File: src/hw/rtl/frad_pkg.sv
// Shared constants and types of the fractional-ratio averaging decimator.
`default_nettype none

package frad_pkg;

    // Default widths of the sample and count fields
    localparam int SAMPLE_BITS_DEF = 32;
    localparam int COUNT_BITS_DEF  = 16;

    // Entries of the queue between the front and the back end
    localparam int QUEUE_DEPTH = 2;

    // Configuration register index
    typedef logic [0:0] t_cfg_idx;

    localparam t_cfg_idx CFG_IN_COUNT  = 1'b0;
    localparam t_cfg_idx CFG_OUT_COUNT = 1'b1;

endpackage

`default_nettype wire

File: src/hw/rtl/frad_in_if.sv
// Source point channel: valid/ready handshake with the x and y samples.
`default_nettype none

interface frad_in_if #(
    parameter int SAMPLE_BITS = frad_pkg::SAMPLE_BITS_DEF
);
    logic                          valid;
    logic                          ready;
    logic signed [SAMPLE_BITS-1:0] x_value;
    logic signed [SAMPLE_BITS-1:0] y_value;

    modport source (output valid, output x_value, output y_value, input ready);
    modport sink   (input valid, input x_value, input y_value, output ready);
endinterface

`default_nettype wire

File: src/hw/rtl/frad_out_if.sv
// Averaged point channel: valid/ready handshake with averages, index and last flag.
`default_nettype none

interface frad_out_if #(
    parameter int SAMPLE_BITS = frad_pkg::SAMPLE_BITS_DEF,
    parameter int COUNT_BITS  = frad_pkg::COUNT_BITS_DEF
);
    logic                          valid;
    logic                          ready;
    logic signed [SAMPLE_BITS-1:0] avg_x;
    logic signed [SAMPLE_BITS-1:0] avg_y;
    logic        [COUNT_BITS-1:0]  first_index;
    logic                          last_out;

    modport source (output valid, output avg_x, output avg_y, output first_index,
                    output last_out, input ready);
    modport sink   (input valid, input avg_x, input avg_y, input first_index,
                    input last_out, output ready);
endinterface

`default_nettype wire

File: src/hw/rtl/frad_front.sv
// Front end: configuration, group sizing and accumulation of the source points.
`default_nettype none

module frad_front #(
    parameter int SAMPLE_BITS = frad_pkg::SAMPLE_BITS_DEF,
    parameter int COUNT_BITS  = frad_pkg::COUNT_BITS_DEF
) (
    input  wire logic                   i_clk,
    input  wire logic                   i_rst_n,
    input  wire logic                   i_cfg_we,
    input  wire frad_pkg::t_cfg_idx     i_cfg_idx,
    input  wire logic [COUNT_BITS-1:0]  i_cfg_data,
    frad_in_if.sink                     i_in,
    output logic                        o_push,
    output logic [2*(SAMPLE_BITS+COUNT_BITS)+2*COUNT_BITS:0] o_push_data,
    input  wire logic                   i_full
);

    localparam int SUMW = SAMPLE_BITS + COUNT_BITS;
    localparam int PW   = 2 * COUNT_BITS + 1;
    localparam int DCW  = $clog2(COUNT_BITS);

    typedef enum logic [4:0] {
        F_LOAD = 5'b00001,
        F_DIV  = 5'b00010,
        F_PROD = 5'b00100,
        F_SIZE = 5'b01000,
        F_RUN  = 5'b10000
    } t_fstate;

    t_fstate               r_state;
    logic [COUNT_BITS-1:0] r_in_count;
    logic [COUNT_BITS-1:0] r_out_count;

    // floor divider
    logic [COUNT_BITS-1:0] r_dq;
    logic [COUNT_BITS-1:0] r_drem;
    logic [DCW-1:0]        r_dcnt;
    logic [COUNT_BITS-1:0] r_floor;
    logic                  r_rem_nz;

    // group sizing
    logic [PW-1:0]         r_p1;
    logic [PW-1:0]         r_p2;
    logic                  r_avail;

    // run state
    logic [COUNT_BITS-1:0] r_group;
    logic [COUNT_BITS-1:0] r_consumed;
    logic [COUNT_BITS-1:0] r_inputs;
    logic [COUNT_BITS-1:0] r_gsize;
    logic [COUNT_BITS-1:0] r_ingrp;
    logic [SUMW-1:0]       r_sum_x;
    logic [SUMW-1:0]       r_sum_y;

    logic [COUNT_BITS-1:0] n_in;
    logic [COUNT_BITS-1:0] out_raw;
    logic [COUNT_BITS-1:0] n_out;

    logic [COUNT_BITS:0]   d_t;
    logic [COUNT_BITS:0]   d_sub;
    logic                  d_ge;
    logic [COUNT_BITS-1:0] d_rem_n;
    logic [COUNT_BITS-1:0] d_q_n;

    logic [COUNT_BITS:0]   g1;
    logic [COUNT_BITS:0]   cf;
    logic [PW-1:0]         p1_n;
    logic [PW-1:0]         p2_n;
    logic                  avail_n;

    logic                  sz_ceil;
    logic [COUNT_BITS:0]   sz_raw;
    logic [COUNT_BITS:0]   sz_end;
    logic [COUNT_BITS:0]   sz_cl;
    logic [COUNT_BITS-1:0] sz_n;

    logic                  in_fire;
    logic [SUMW-1:0]       x_ext;
    logic [SUMW-1:0]       y_ext;
    logic [SUMW-1:0]       sum_x_n;
    logic [SUMW-1:0]       sum_y_n;
    logic [COUNT_BITS:0]   ingrp_inc;
    logic                  grp_done;
    logic [COUNT_BITS:0]   end_pos;
    logic                  last_n;
    logic [COUNT_BITS:0]   inputs_inc;
    logic                  run_end;

    // Effective counts: zero acts as one, out_count clamped to in_count
    assign n_in    = (r_in_count == '0) ? COUNT_BITS'(1) : r_in_count;
    assign out_raw = (r_out_count == '0) ? COUNT_BITS'(1) : r_out_count;
    assign n_out   = (out_raw > n_in) ? n_in : out_raw;

    // One restoring step of in_count / out_count
    assign d_t     = {r_drem, r_dq[COUNT_BITS-1]};
    assign d_sub   = d_t - {1'b0, n_out};
    assign d_ge    = (d_t >= {1'b0, n_out});
    assign d_rem_n = d_ge ? d_sub[COUNT_BITS-1:0] : d_t[COUNT_BITS-1:0];
    assign d_q_n   = {r_dq[COUNT_BITS-2:0], d_ge};

    // Cross products for the ceil decision
    assign g1      = {1'b0, r_group} + (COUNT_BITS+1)'(1);
    assign cf      = {1'b0, r_consumed} + {1'b0, r_floor};
    assign p1_n    = {{COUNT_BITS{1'b0}}, g1} * {{(COUNT_BITS+1){1'b0}}, n_in};
    assign p2_n    = {{COUNT_BITS{1'b0}}, cf} * {{(COUNT_BITS+1){1'b0}}, n_out};
    assign avail_n = (r_group < n_out) && (r_consumed < n_in);

    // Pick floor or ceil, cut the group at the end of the run
    assign sz_ceil = (r_p1 > r_p2) && r_rem_nz;
    assign sz_raw  = {1'b0, r_floor} + (COUNT_BITS+1)'(sz_ceil);
    assign sz_end  = {1'b0, r_consumed} + sz_raw;
    assign sz_cl   = (sz_end > {1'b0, n_in}) ? ({1'b0, n_in} - {1'b0, r_consumed}) : sz_raw;
    assign sz_n    = r_avail ? sz_cl[COUNT_BITS-1:0] : '0;

    // Accumulate and detect group completion
    assign in_fire    = i_in.valid && i_in.ready;
    assign x_ext      = {{COUNT_BITS{i_in.x_value[SAMPLE_BITS-1]}}, i_in.x_value};
    assign y_ext      = {{COUNT_BITS{i_in.y_value[SAMPLE_BITS-1]}}, i_in.y_value};
    assign sum_x_n    = r_sum_x + x_ext;
    assign sum_y_n    = r_sum_y + y_ext;
    assign ingrp_inc  = {1'b0, r_ingrp} + (COUNT_BITS+1)'(1);
    assign grp_done   = (r_gsize != '0) && (ingrp_inc >= {1'b0, r_gsize});
    assign end_pos    = {1'b0, r_consumed} + {1'b0, r_gsize};
    assign last_n     = (g1 >= {1'b0, n_out}) || (end_pos >= {1'b0, n_in});
    assign inputs_inc = {1'b0, r_inputs} + (COUNT_BITS+1)'(1);
    assign run_end    = (inputs_inc >= {1'b0, n_in});

    assign i_in.ready  = (r_state == F_RUN) && !i_full;
    assign o_push      = in_fire && grp_done;
    assign o_push_data = {sum_x_n, sum_y_n, r_gsize, r_consumed, last_n};

    // Control and run state
    always_ff @(posedge i_clk) begin
        if (!i_rst_n) begin
            r_state     <= F_LOAD;
            r_in_count  <= COUNT_BITS'(1);
            r_out_count <= COUNT_BITS'(1);
            r_group     <= '0;
            r_consumed  <= '0;
            r_inputs    <= '0;
            r_gsize     <= '0;
            r_ingrp     <= '0;
            r_sum_x     <= '0;
            r_sum_y     <= '0;
        end else begin
            unique case (r_state)
                F_LOAD: begin
                    r_state <= F_DIV;
                end
                F_DIV: begin
                    if (r_dcnt == '0) begin
                        r_state <= (r_ingrp == '0) ? F_PROD : F_RUN;
                    end
                end
                F_PROD: begin
                    r_state <= F_SIZE;
                end
                F_SIZE: begin
                    r_gsize <= sz_n;
                    r_state <= F_RUN;
                end
                F_RUN: begin
                    if (in_fire) begin
                        if (grp_done) begin
                            r_consumed <= end_pos[COUNT_BITS-1:0];
                            r_group    <= g1[COUNT_BITS-1:0];
                            r_ingrp    <= '0;
                            r_gsize    <= '0;
                            r_sum_x    <= '0;
                            r_sum_y    <= '0;
                        end else if (r_gsize != '0) begin
                            r_sum_x <= sum_x_n;
                            r_sum_y <= sum_y_n;
                            r_ingrp <= ingrp_inc[COUNT_BITS-1:0];
                        end
                        // restart the run once in_count points are seen
                        if (run_end) begin
                            r_group    <= '0;
                            r_consumed <= '0;
                            r_inputs   <= '0;
                            r_gsize    <= '0;
                            r_ingrp    <= '0;
                            r_sum_x    <= '0;
                            r_sum_y    <= '0;
                        end else begin
                            r_inputs <= inputs_inc[COUNT_BITS-1:0];
                        end
                        if (grp_done || run_end) begin
                            r_state <= F_PROD;
                        end
                    end
                end
                default: begin
                    r_state <= F_LOAD;
                end
            endcase
            // a register write recomputes the ratio
            if (i_cfg_we) begin
                unique case (i_cfg_idx)
                    frad_pkg::CFG_IN_COUNT:  r_in_count  <= i_cfg_data;
                    frad_pkg::CFG_OUT_COUNT: r_out_count <= i_cfg_data;
                    default: ;
                endcase
                r_state <= F_LOAD;
            end
        end
    end

    // Divider and sizing datapath
    always_ff @(posedge i_clk) begin
        if (r_state == F_LOAD) begin
            r_dq   <= n_in;
            r_drem <= '0;
            r_dcnt <= DCW'(COUNT_BITS - 1);
        end else if (r_state == F_DIV) begin
            r_dq   <= d_q_n;
            r_drem <= d_rem_n;
            r_dcnt <= r_dcnt - DCW'(1);
            if (r_dcnt == '0) begin
                r_floor  <= d_q_n;
                r_rem_nz <= (d_rem_n != '0);
            end
        end
        if (r_state == F_PROD) begin
            r_p1    <= p1_n;
            r_p2    <= p2_n;
            r_avail <= avail_n;
        end
    end

`ifndef SYNTHESIS
    a_push_room: assert property (@(posedge i_clk) disable iff (!i_rst_n)
        o_push |-> !i_full)
        else $error("group pushed into a full queue");

    a_group_fill: assert property (@(posedge i_clk) disable iff (!i_rst_n)
        (r_ingrp == '0) || (r_ingrp < r_gsize))
        else $error("group fill count reached the group size");
`endif

endmodule

`default_nettype wire

File: src/hw/rtl/frad_queue.sv
// Short register queue that carries finished group sums from front to back end.
`default_nettype none

module frad_queue #(
    parameter int WIDTH = 8,
    parameter int DEPTH = frad_pkg::QUEUE_DEPTH
) (
    input  wire logic             i_clk,
    input  wire logic             i_rst_n,
    input  wire logic             i_push,
    input  wire logic [WIDTH-1:0] i_push_data,
    output logic                  o_full,
    input  wire logic             i_pop,
    output logic [WIDTH-1:0]      o_pop_data,
    output logic                  o_empty
);

    localparam int AW = (DEPTH > 1) ? $clog2(DEPTH) : 1;
    localparam int CW = $clog2(DEPTH + 1);

    logic [WIDTH-1:0] r_mem [DEPTH];
    logic [AW-1:0]    r_wp;
    logic [AW-1:0]    r_rp;
    logic [CW-1:0]    r_cnt;

    assign o_full     = (r_cnt == CW'(DEPTH));
    assign o_empty    = (r_cnt == '0);
    assign o_pop_data = r_mem[r_rp];

    // Advance pointers and the fill count
    always_ff @(posedge i_clk) begin
        if (!i_rst_n) begin
            r_wp  <= '0;
            r_rp  <= '0;
            r_cnt <= '0;
        end else begin
            if (i_push) begin
                r_wp <= (r_wp == AW'(DEPTH - 1)) ? '0 : r_wp + AW'(1);
            end
            if (i_pop) begin
                r_rp <= (r_rp == AW'(DEPTH - 1)) ? '0 : r_rp + AW'(1);
            end
            if (i_push && !i_pop) begin
                r_cnt <= r_cnt + CW'(1);
            end else if (i_pop && !i_push) begin
                r_cnt <= r_cnt - CW'(1);
            end
        end
    end

    // Store the entry
    always_ff @(posedge i_clk) begin
        if (i_push) begin
            r_mem[r_wp] <= i_push_data;
        end
    end

`ifndef SYNTHESIS
    a_no_underflow: assert property (@(posedge i_clk) disable iff (!i_rst_n)
        i_pop |-> (r_cnt != '0))
        else $error("queue popped while empty");
`endif

endmodule

`default_nettype wire

File: src/hw/rtl/frad_back.sv
// Back end: divides the group sums by the group size and holds the result.
`default_nettype none

module frad_back #(
    parameter int SAMPLE_BITS = frad_pkg::SAMPLE_BITS_DEF,
    parameter int COUNT_BITS  = frad_pkg::COUNT_BITS_DEF
) (
    input  wire logic                   i_clk,
    input  wire logic                   i_rst_n,
    input  wire logic                   i_empty,
    output logic                        o_pop,
    input  wire logic [2*(SAMPLE_BITS+COUNT_BITS)+2*COUNT_BITS:0] i_pop_data,
    frad_out_if.source                  o_out
);

    localparam int SUMW = SAMPLE_BITS + COUNT_BITS;
    localparam int QW   = 2 * SUMW + 2 * COUNT_BITS + 1;
    localparam int CW   = $clog2(SAMPLE_BITS);

    typedef enum logic [2:0] {
        B_IDLE = 3'b001,
        B_DIV  = 3'b010,
        B_DONE = 3'b100
    } t_bstate;

    t_bstate                r_state;
    logic [CW-1:0]          r_cnt;
    logic                   r_neg_x;
    logic                   r_neg_y;
    logic [SAMPLE_BITS-1:0] r_qx;
    logic [SAMPLE_BITS-1:0] r_qy;
    logic [COUNT_BITS-1:0]  r_rx;
    logic [COUNT_BITS-1:0]  r_ry;
    logic [COUNT_BITS-1:0]  r_div;
    logic [COUNT_BITS-1:0]  r_first;
    logic                   r_last;

    logic                   r_ov;
    logic [SAMPLE_BITS-1:0] r_ax;
    logic [SAMPLE_BITS-1:0] r_ay;
    logic [COUNT_BITS-1:0]  r_fi;
    logic                   r_lo;

    logic [SUMW-1:0]        e_sum_x;
    logic [SUMW-1:0]        e_sum_y;
    logic [COUNT_BITS-1:0]  e_size;
    logic [COUNT_BITS-1:0]  e_first;
    logic                   e_last;
    logic [SUMW-1:0]        mag_x;
    logic [SUMW-1:0]        mag_y;

    logic [COUNT_BITS:0]    tx;
    logic [COUNT_BITS:0]    ty;
    logic [COUNT_BITS:0]    sub_x;
    logic [COUNT_BITS:0]    sub_y;
    logic                   ge_x;
    logic                   ge_y;
    logic                   load_out;

    // Unpack the queue entry
    assign e_sum_x = i_pop_data[QW-1 -: SUMW];
    assign e_sum_y = i_pop_data[QW-1-SUMW -: SUMW];
    assign e_size  = i_pop_data[2*COUNT_BITS -: COUNT_BITS];
    assign e_first = i_pop_data[COUNT_BITS -: COUNT_BITS];
    assign e_last  = i_pop_data[0];

    assign mag_x = e_sum_x[SUMW-1] ? (~e_sum_x + SUMW'(1)) : e_sum_x;
    assign mag_y = e_sum_y[SUMW-1] ? (~e_sum_y + SUMW'(1)) : e_sum_y;

    // One restoring division step per sum
    assign tx    = {r_rx, r_qx[SAMPLE_BITS-1]};
    assign ty    = {r_ry, r_qy[SAMPLE_BITS-1]};
    assign sub_x = tx - {1'b0, r_div};
    assign sub_y = ty - {1'b0, r_div};
    assign ge_x  = (tx >= {1'b0, r_div});
    assign ge_y  = (ty >= {1'b0, r_div});

    assign o_pop    = (r_state == B_IDLE) && !i_empty;
    assign load_out = (r_state == B_DONE) && (!r_ov || o_out.ready);

    assign o_out.valid       = r_ov;
    assign o_out.avg_x       = r_ax;
    assign o_out.avg_y       = r_ay;
    assign o_out.first_index = r_fi;
    assign o_out.last_out    = r_lo;

    // Sequence pop, division and hand-off
    always_ff @(posedge i_clk) begin
        if (!i_rst_n) begin
            r_state <= B_IDLE;
            r_ov    <= 1'b0;
        end else begin
            unique case (r_state)
                B_IDLE: begin
                    if (o_pop) begin
                        r_state <= (e_size == COUNT_BITS'(1)) ? B_DONE : B_DIV;
                    end
                end
                B_DIV: begin
                    if (r_cnt == '0) begin
                        r_state <= B_DONE;
                    end
                end
                B_DONE: begin
                    if (load_out) begin
                        r_state <= B_IDLE;
                    end
                end
                default: begin
                    r_state <= B_IDLE;
                end
            endcase
            if (load_out) begin
                r_ov <= 1'b1;
            end else if (o_out.ready) begin
                r_ov <= 1'b0;
            end
        end
    end

    // Divider datapath
    always_ff @(posedge i_clk) begin
        if (o_pop) begin
            r_neg_x <= e_sum_x[SUMW-1];
            r_neg_y <= e_sum_y[SUMW-1];
            r_qx    <= mag_x[SAMPLE_BITS-1:0];
            r_qy    <= mag_y[SAMPLE_BITS-1:0];
            r_rx    <= mag_x[SUMW-1:SAMPLE_BITS];
            r_ry    <= mag_y[SUMW-1:SAMPLE_BITS];
            r_div   <= e_size;
            r_first <= e_first;
            r_last  <= e_last;
            r_cnt   <= CW'(SAMPLE_BITS - 1);
        end else if (r_state == B_DIV) begin
            r_qx  <= {r_qx[SAMPLE_BITS-2:0], ge_x};
            r_qy  <= {r_qy[SAMPLE_BITS-2:0], ge_y};
            r_rx  <= ge_x ? sub_x[COUNT_BITS-1:0] : tx[COUNT_BITS-1:0];
            r_ry  <= ge_y ? sub_y[COUNT_BITS-1:0] : ty[COUNT_BITS-1:0];
            r_cnt <= r_cnt - CW'(1);
        end
    end

    // Output register: restore the sign, truncated toward zero
    always_ff @(posedge i_clk) begin
        if (load_out) begin
            r_ax <= r_neg_x ? (~r_qx + SAMPLE_BITS'(1)) : r_qx;
            r_ay <= r_neg_y ? (~r_qy + SAMPLE_BITS'(1)) : r_qy;
            r_fi <= r_first;
            r_lo <= r_last;
        end
    end

`ifndef SYNTHESIS
    a_size_nonzero: assert property (@(posedge i_clk) disable iff (!i_rst_n)
        o_pop |-> (e_size != '0))
        else $error("group of size zero reached the divider");

    a_rem_bound: assert property (@(posedge i_clk) disable iff (!i_rst_n)
        (r_state == B_DIV) |-> ((r_rx < r_div) && (r_ry < r_div)))
        else $error("divider remainder not below the group size");
`endif

endmodule

`default_nettype wire

File: src/hw/rtl/fractional_ratio_average_decimator_top.sv
// Top level of the fractional-ratio averaging decimator.
// Usage: write in_count (index 0) and out_count (index 1) through the write port
// while the block is idle; then stream source points on i_in. Each run of in_count
// points is cut into out_count groups of floor or ceil of in_count/out_count
// points; one averaged point per group leaves on o_out with the index of its
// first source point and last_out set on the run's final group. Points after
// the final group are only counted toward the end of the run.
// Throughput: the front end takes one point per cycle inside a group while the
// queue has room, and pauses at each group start for the size multiply and
// compare. The back end divides one group at a time on its bit-serial divider
// and pops no new group until the last is in its output register; single-point
// groups skip the division. A two-entry queue lets both ends run apart.
// Reset and each register write run a COUNT_BITS-step division of the counts;
// i_in.ready stays low after either while it runs and, at a group start, while
// the first group is sized (reset counts: 1 and 1).
// A stalled o_out holds its transaction; the back end then stops, the queue
// fills, and i_in.ready drops until room returns.
`default_nettype none

module fractional_ratio_average_decimator_top #(
    parameter int SAMPLE_BITS = frad_pkg::SAMPLE_BITS_DEF,
    parameter int COUNT_BITS  = frad_pkg::COUNT_BITS_DEF
) (
    input  wire logic                  i_clk,
    input  wire logic                  i_rst_n,
    input  wire logic                  i_cfg_we,
    input  wire frad_pkg::t_cfg_idx    i_cfg_idx,
    input  wire logic [COUNT_BITS-1:0] i_cfg_data,
    frad_in_if.sink                    i_in,
    frad_out_if.source                 o_out
);

    localparam int QW = 2 * (SAMPLE_BITS + COUNT_BITS) + 2 * COUNT_BITS + 1;

    logic          q_push;
    logic [QW-1:0] q_push_data;
    logic          q_full;
    logic          q_pop;
    logic [QW-1:0] q_pop_data;
    logic          q_empty;

    frad_front #(
        .SAMPLE_BITS (SAMPLE_BITS),
        .COUNT_BITS  (COUNT_BITS)
    ) u_front (
        .i_clk       (i_clk),
        .i_rst_n     (i_rst_n),
        .i_cfg_we    (i_cfg_we),
        .i_cfg_idx   (i_cfg_idx),
        .i_cfg_data  (i_cfg_data),
        .i_in        (i_in),
        .o_push      (q_push),
        .o_push_data (q_push_data),
        .i_full      (q_full)
    );

    frad_queue #(
        .WIDTH (QW),
        .DEPTH (frad_pkg::QUEUE_DEPTH)
    ) u_queue (
        .i_clk       (i_clk),
        .i_rst_n     (i_rst_n),
        .i_push      (q_push),
        .i_push_data (q_push_data),
        .o_full      (q_full),
        .i_pop       (q_pop),
        .o_pop_data  (q_pop_data),
        .o_empty     (q_empty)
    );

    frad_back #(
        .SAMPLE_BITS (SAMPLE_BITS),
        .COUNT_BITS  (COUNT_BITS)
    ) u_back (
        .i_clk      (i_clk),
        .i_rst_n    (i_rst_n),
        .i_empty    (q_empty),
        .o_pop      (q_pop),
        .i_pop_data (q_pop_data),
        .o_out      (o_out)
    );

endmodule

`default_nettype wire

File: src/flat_wrapper.sv
// flat-port wrapper written by rule: the top's interface ports become plain ports
module fractional_ratio_average_decimator_top_flat 
#(
    parameter int SAMPLE_BITS = frad_pkg::SAMPLE_BITS_DEF,
    parameter int COUNT_BITS  = frad_pkg::COUNT_BITS_DEF
)
  (i_clk, i_rst_n, i_cfg_we, i_cfg_idx, i_cfg_data, i_in_valid, i_in_x_value, i_in_y_value, i_in_ready, o_out_valid, o_out_avg_x, o_out_avg_y, o_out_first_index, o_out_last_out, o_out_ready);
  frad_in_if #(.SAMPLE_BITS(SAMPLE_BITS)) i_in_i ();
  frad_out_if #(.SAMPLE_BITS(SAMPLE_BITS), .COUNT_BITS(COUNT_BITS)) o_out_i ();
  input  wire logic i_clk;
  input  wire logic i_rst_n;
  input  wire logic i_cfg_we;
  input  wire frad_pkg::t_cfg_idx i_cfg_idx;
  input  wire logic [COUNT_BITS-1:0] i_cfg_data;
  input wire logic [$bits(i_in_i.valid)-1:0] i_in_valid;
  input wire logic [$bits(i_in_i.x_value)-1:0] i_in_x_value;
  input wire logic [$bits(i_in_i.y_value)-1:0] i_in_y_value;
  output wire logic [$bits(i_in_i.ready)-1:0] i_in_ready;
  output wire logic [$bits(o_out_i.valid)-1:0] o_out_valid;
  output wire logic [$bits(o_out_i.avg_x)-1:0] o_out_avg_x;
  output wire logic [$bits(o_out_i.avg_y)-1:0] o_out_avg_y;
  output wire logic [$bits(o_out_i.first_index)-1:0] o_out_first_index;
  output wire logic [$bits(o_out_i.last_out)-1:0] o_out_last_out;
  input wire logic [$bits(o_out_i.ready)-1:0] o_out_ready;
  assign i_in_i.valid = i_in_valid;
  assign i_in_i.x_value = i_in_x_value;
  assign i_in_i.y_value = i_in_y_value;
  assign i_in_ready = i_in_i.ready;
  assign o_out_valid = o_out_i.valid;
  assign o_out_avg_x = o_out_i.avg_x;
  assign o_out_avg_y = o_out_i.avg_y;
  assign o_out_first_index = o_out_i.first_index;
  assign o_out_last_out = o_out_i.last_out;
  assign o_out_i.ready = o_out_ready;
  fractional_ratio_average_decimator_top #(.SAMPLE_BITS(SAMPLE_BITS), .COUNT_BITS(COUNT_BITS)) u_core (.i_clk(i_clk), .i_rst_n(i_rst_n), .i_cfg_we(i_cfg_we), .i_cfg_idx(i_cfg_idx), .i_cfg_data(i_cfg_data), .i_in(i_in_i), .o_out(o_out_i));
endmodule
File: config.mk
export PLATFORM = sky130hd
export DESIGN_NAME = fractional_ratio_average_decimator_top_flat
export DESIGN_NICKNAME = d
export VERILOG_FILES = /design/src/hw/rtl/frad_pkg.sv /design/src/hw/rtl/frad_in_if.sv /design/src/hw/rtl/frad_out_if.sv /design/src/hw/rtl/frad_front.sv /design/src/hw/rtl/frad_queue.sv /design/src/hw/rtl/frad_back.sv /design/src/hw/rtl/fractional_ratio_average_decimator_top.sv /design/src/flat_wrapper.sv
export SDC_FILE = /design/constraint.sdc
export NUM_CORES = 2
export LEC_CHECK = 0
export BUFFER_PORTS_ARGS = -buffer_cell sky130_fd_sc_hd__clkbuf_2
export CAP_MARGIN = 20
export CORE_UTILIZATION = 35
export DETAILED_ROUTE_END_ITERATION = 10
export MAX_ROUTING_LAYER = met4
export SKIP_CTS_REPAIR_TIMING = 1
export SYNTH_ARGS = -nofsm -noshare
export SYNTH_HDL_FRONTEND = slang
export SYNTH_SLANG_ARGS = --single-unit
File: constraint.sdc
create_clock -name i_clk -period 12.8 [get_ports i_clk]
set_input_delay 1.92 -clock i_clk [delete_from_list [all_inputs] [get_ports i_clk]]
set_output_delay 1.92 -clock i_clk [all_outputs]
set_load 0.02 [all_outputs]
==> results.json <==
{
  "clk_latency_ns": 0.76,
  "ff2ff_path_depth": 34,
  "hold_end": "u_core.u_back.o_out.first_index[4]",
  "cpPeakStageDelay_ns": 0.94,
  "yosysTopAreaCell": "edfxtp_1",
  "route.detailed.drc": 0,
  "fin_area_um2": 72100,
  "io_buffer_count": 168,
  "syn_inst": 6703,
  "drt_first_iter_violations": 3755,
  "routed_wl_um": 188000,
  "routedWlPerCell_um": 20.1,
  "worst-r2r-setup-slack_ns": 2.63,
  "avgSynthCellArea_um2": 9.75,
  "fp.dieW_um": 434,
  "yosys_warnings": 0,
  "timing.rr.start": "u_core.u_front.r_in_count[9]",
  "yosys-top-cells-area": "edfxtp_1, fa_1, ha_1",
  "crit_slowest_cell": "dfxtp_1",
  "grt_pass1_vias": 48800,
  "drive_gt1_frac": 0.0761,
  "grt-ovfl-total": 0,
  "worst_setup_path_start_kind": "register",
  "worstPathRequired_ns": 13.24,
  "maxSlewHeadroom": 0.248,
  "routed_via_density": 5.26,
  "leakage_nw": 30.5,
  "ioPinCount": 169,
  "min_period_ns": 10.17,
  "grtUsageTotal": 0.205,
  "synth_enable_flop_cells": 570,
  "fin_crit_sh": 0.794,
  "grt_pass1_wl_um": 290000,
  "tightestPinTransition_ns": 1.12,
  "firstDrtPassIters": 5,
  "worstHoldStart": "u_core.u_back.r_first[4]",
  "crit_type": "reg2reg",
  "antenna_found_initial": 5,
  "maxCapViolCount": 0,
  "hp-class": "reg2reg",
  "ant_nets": 0,
  "initial_core_util": 0.352,
  "tns_ns": 0,
  "globalplace.congestion": 0.946,
  "fmax_ghz": 0.0984,
  "hold_depth": 0,
  "r2r-end": "u_core.u_front.r_p2[29]",
  "yosys-top-cells-count": "nand2_1, inv_1, ha_1, edfxtp_1, fa_1",
  "row_count": 158,
  "htreeDepth": 3,
  "ys_seq_elements": 817,
  "core-area_um2": 185000,
  "postSynth.asyncResetShare": 0,
  "fin_nets": 7847,
  "skew_ns": 0.0808,
  "rsz0062_at_grt": "no",
  "ys_types": 95,
  "setup_viol": 0,
  "grt_max_degree": 85,
  "die_area_um2": 188000,
  "end_kind": "register",
  "cellPowerDensity_nw_per_um2": 140,
  "clk_pin_slew_ns": 0.06,
  "clock-sinks": 817,
  "placed_cell_area_um2": 68800,
  "synth_top_area_frac": 0.262,
  "cp_max_fo": 31,
  "final-hold-violation-count": 0,
  "synthMostInstantiatedCell": "nand2_1",
  "synth_ff_type": "edfxtp_1",
  "worst_ep_arrival_time_ns": 10.61,
  "cts_buffers": 93,
  "place_hpwl_um": 145000,
  "syn-num-nets": 7788,
  "synth_area_um2": 65300,
  "hold_slack_ns": 0.418,
  "status": "finished clean",
  "chipHeight_um": 434,
  "ys_seq_area_frac": 0.338,
  "area_growth_pct": 10.3,
  "max-vdd-ir-drop_mv": 0.117,
  "vias": 49000,
  "cts_tree": "yes",
  "root_buffer": "clkbuf_16",
  "max-clock-path-buffers": 3,
  "total_power_mw": 10.1,
  "slew_viol_final": 0
}
flip-flops by register name, summed over array words and instances (netlist names), 16 cells and up, named ones only:
register / count
u_core.u_back.o_out.avg_x: 32
u_core.u_front.r_dq: 16
u_core.u_front.r_drem: 16
u_core.u_front.r_floor: 16
u_core.u_queue.r_mem: 258
u_core.u_front.r_in_count: 16
u_core.u_back.r_div: 16
u_core.u_front.r_out_count: 16
u_core.u_back.o_out.first_index: 16
u_core.u_back.r_qy: 32
u_core.u_front.r_sum_x: 48
u_core.u_front.r_inputs: 16
u_core.u_front.r_ingrp: 16
u_core.u_back.r_rx: 16
u_core.u_front.r_group: 16
u_core.u_front.r_gsize: 16
u_core.u_back.o_out.avg_y: 32
u_core.u_front.r_p2: 33
u_core.u_back.r_ry: 16
u_core.u_front.r_p1: 33
u_core.u_front.r_sum_y: 48
u_core.u_back.r_first: 16
u_core.u_front.r_consumed: 16
u_core.u_back.r_qx: 32
how the worst max path moves through the flow:
| stage | start | endpoint | slack (ns) |
|---|---|---|---|
| after global placement | u_core.u_front.r_in_count[9] | u_core.u_front.r_p2[29] | 2.84 |
| final | u_core.u_front.r_in_count[9] | u_core.u_front.r_p2[29] | 2.63 |
| after CTS | u_core.u_front.r_in_count[9] | u_core.u_front.r_p2[29] | 2.70 |
| after detailed placement | u_core.u_front.r_in_count[9] | u_core.u_front.r_p2[29] | 2.82 |
| after floorplan | u_core.u_front.r_ingrp[0] | u_core.u_queue.r_mem[0][0] | 3.50 |
| after global routing | u_core.u_front.r_in_count[9] | u_core.u_front.r_p2[29] | 2.14 |
routing by layer:
metal | track usage | part of all wire | up-vias
met5 | - | 0 | -
met4 | 0.0677 | 0.033 | 0
met3 | 0.0258 | 0.054 | 282
met2 | 0.327 | 0.47 | 1360
met1 | 0.270 | 0.45 | 24100
li1 | - | - | 23300
cell families after synthesis:
group,Yosys count,synth area share
XOR/XNOR,447,0.0599
AND/OR/NAND/NOR,1984,0.145
multiplexers,178,0.0287
flip-flops,817,0.338
buffers and inverters,959,0.0572
adder cells (fa/ha/maj),999,0.240
AO/OA/AOI/OAI,1319,0.131
cells in the final DEF (no fill, tap or decap), types with 246 or more instances in the layout:
cell type and count:
nand2_1 759, nor2_1 370, xnor2_1 298, edfxtp_1 570, fa_1 425, inv_1 671, a21oi_1 305, o21ai_0 310
ha_1 574, dfxtp_1 246
layout make-up:
class | count | area (um2)
fillers | 18400 | 113000
multi-input cells | 4927 | 39700
flip-flops and latches | 817 | 22100
well taps | 2480 | 3100
clock buffers | 124 | 2610
inverters | 675 | 2530
repair buffers | 248 | 1440
clock inverters | 51 | 647
diodes | 4 | 10.0
through the flow:
step           instances  worst slack [ns]   util
2_1_floorplan       6703              3.50      -
3_3_place_gp        9145              2.84  0.371
3_5_place_dp        9145              2.82  0.371
4_1_cts             9320              2.70  0.389
5_1_grt             9326              2.14  0.389
6_report            9326              2.63  0.389
where the power goes:
part / internal (mW) / switching, mW
Clock: 1.61 / 1.21
Sequential: 3.40 / 0.274
Combinational: 1.46 / 2.17
critical path: cells and delay by family (launching register included):
| kind | cells | cell delay [ns] |
|---|---|---|
| flops | 1 | 0.94 |
| buf+inv | 7 | 1.03 |
| xor+xnor | 1 | 0.13 |
| compound gates | 11 | 3.03 |
| fa+ha+maj | 8 | 3.80 |
| simple gates | 7 | 0.93 |
Note: power is estimated with default switching activity, not from simulation.
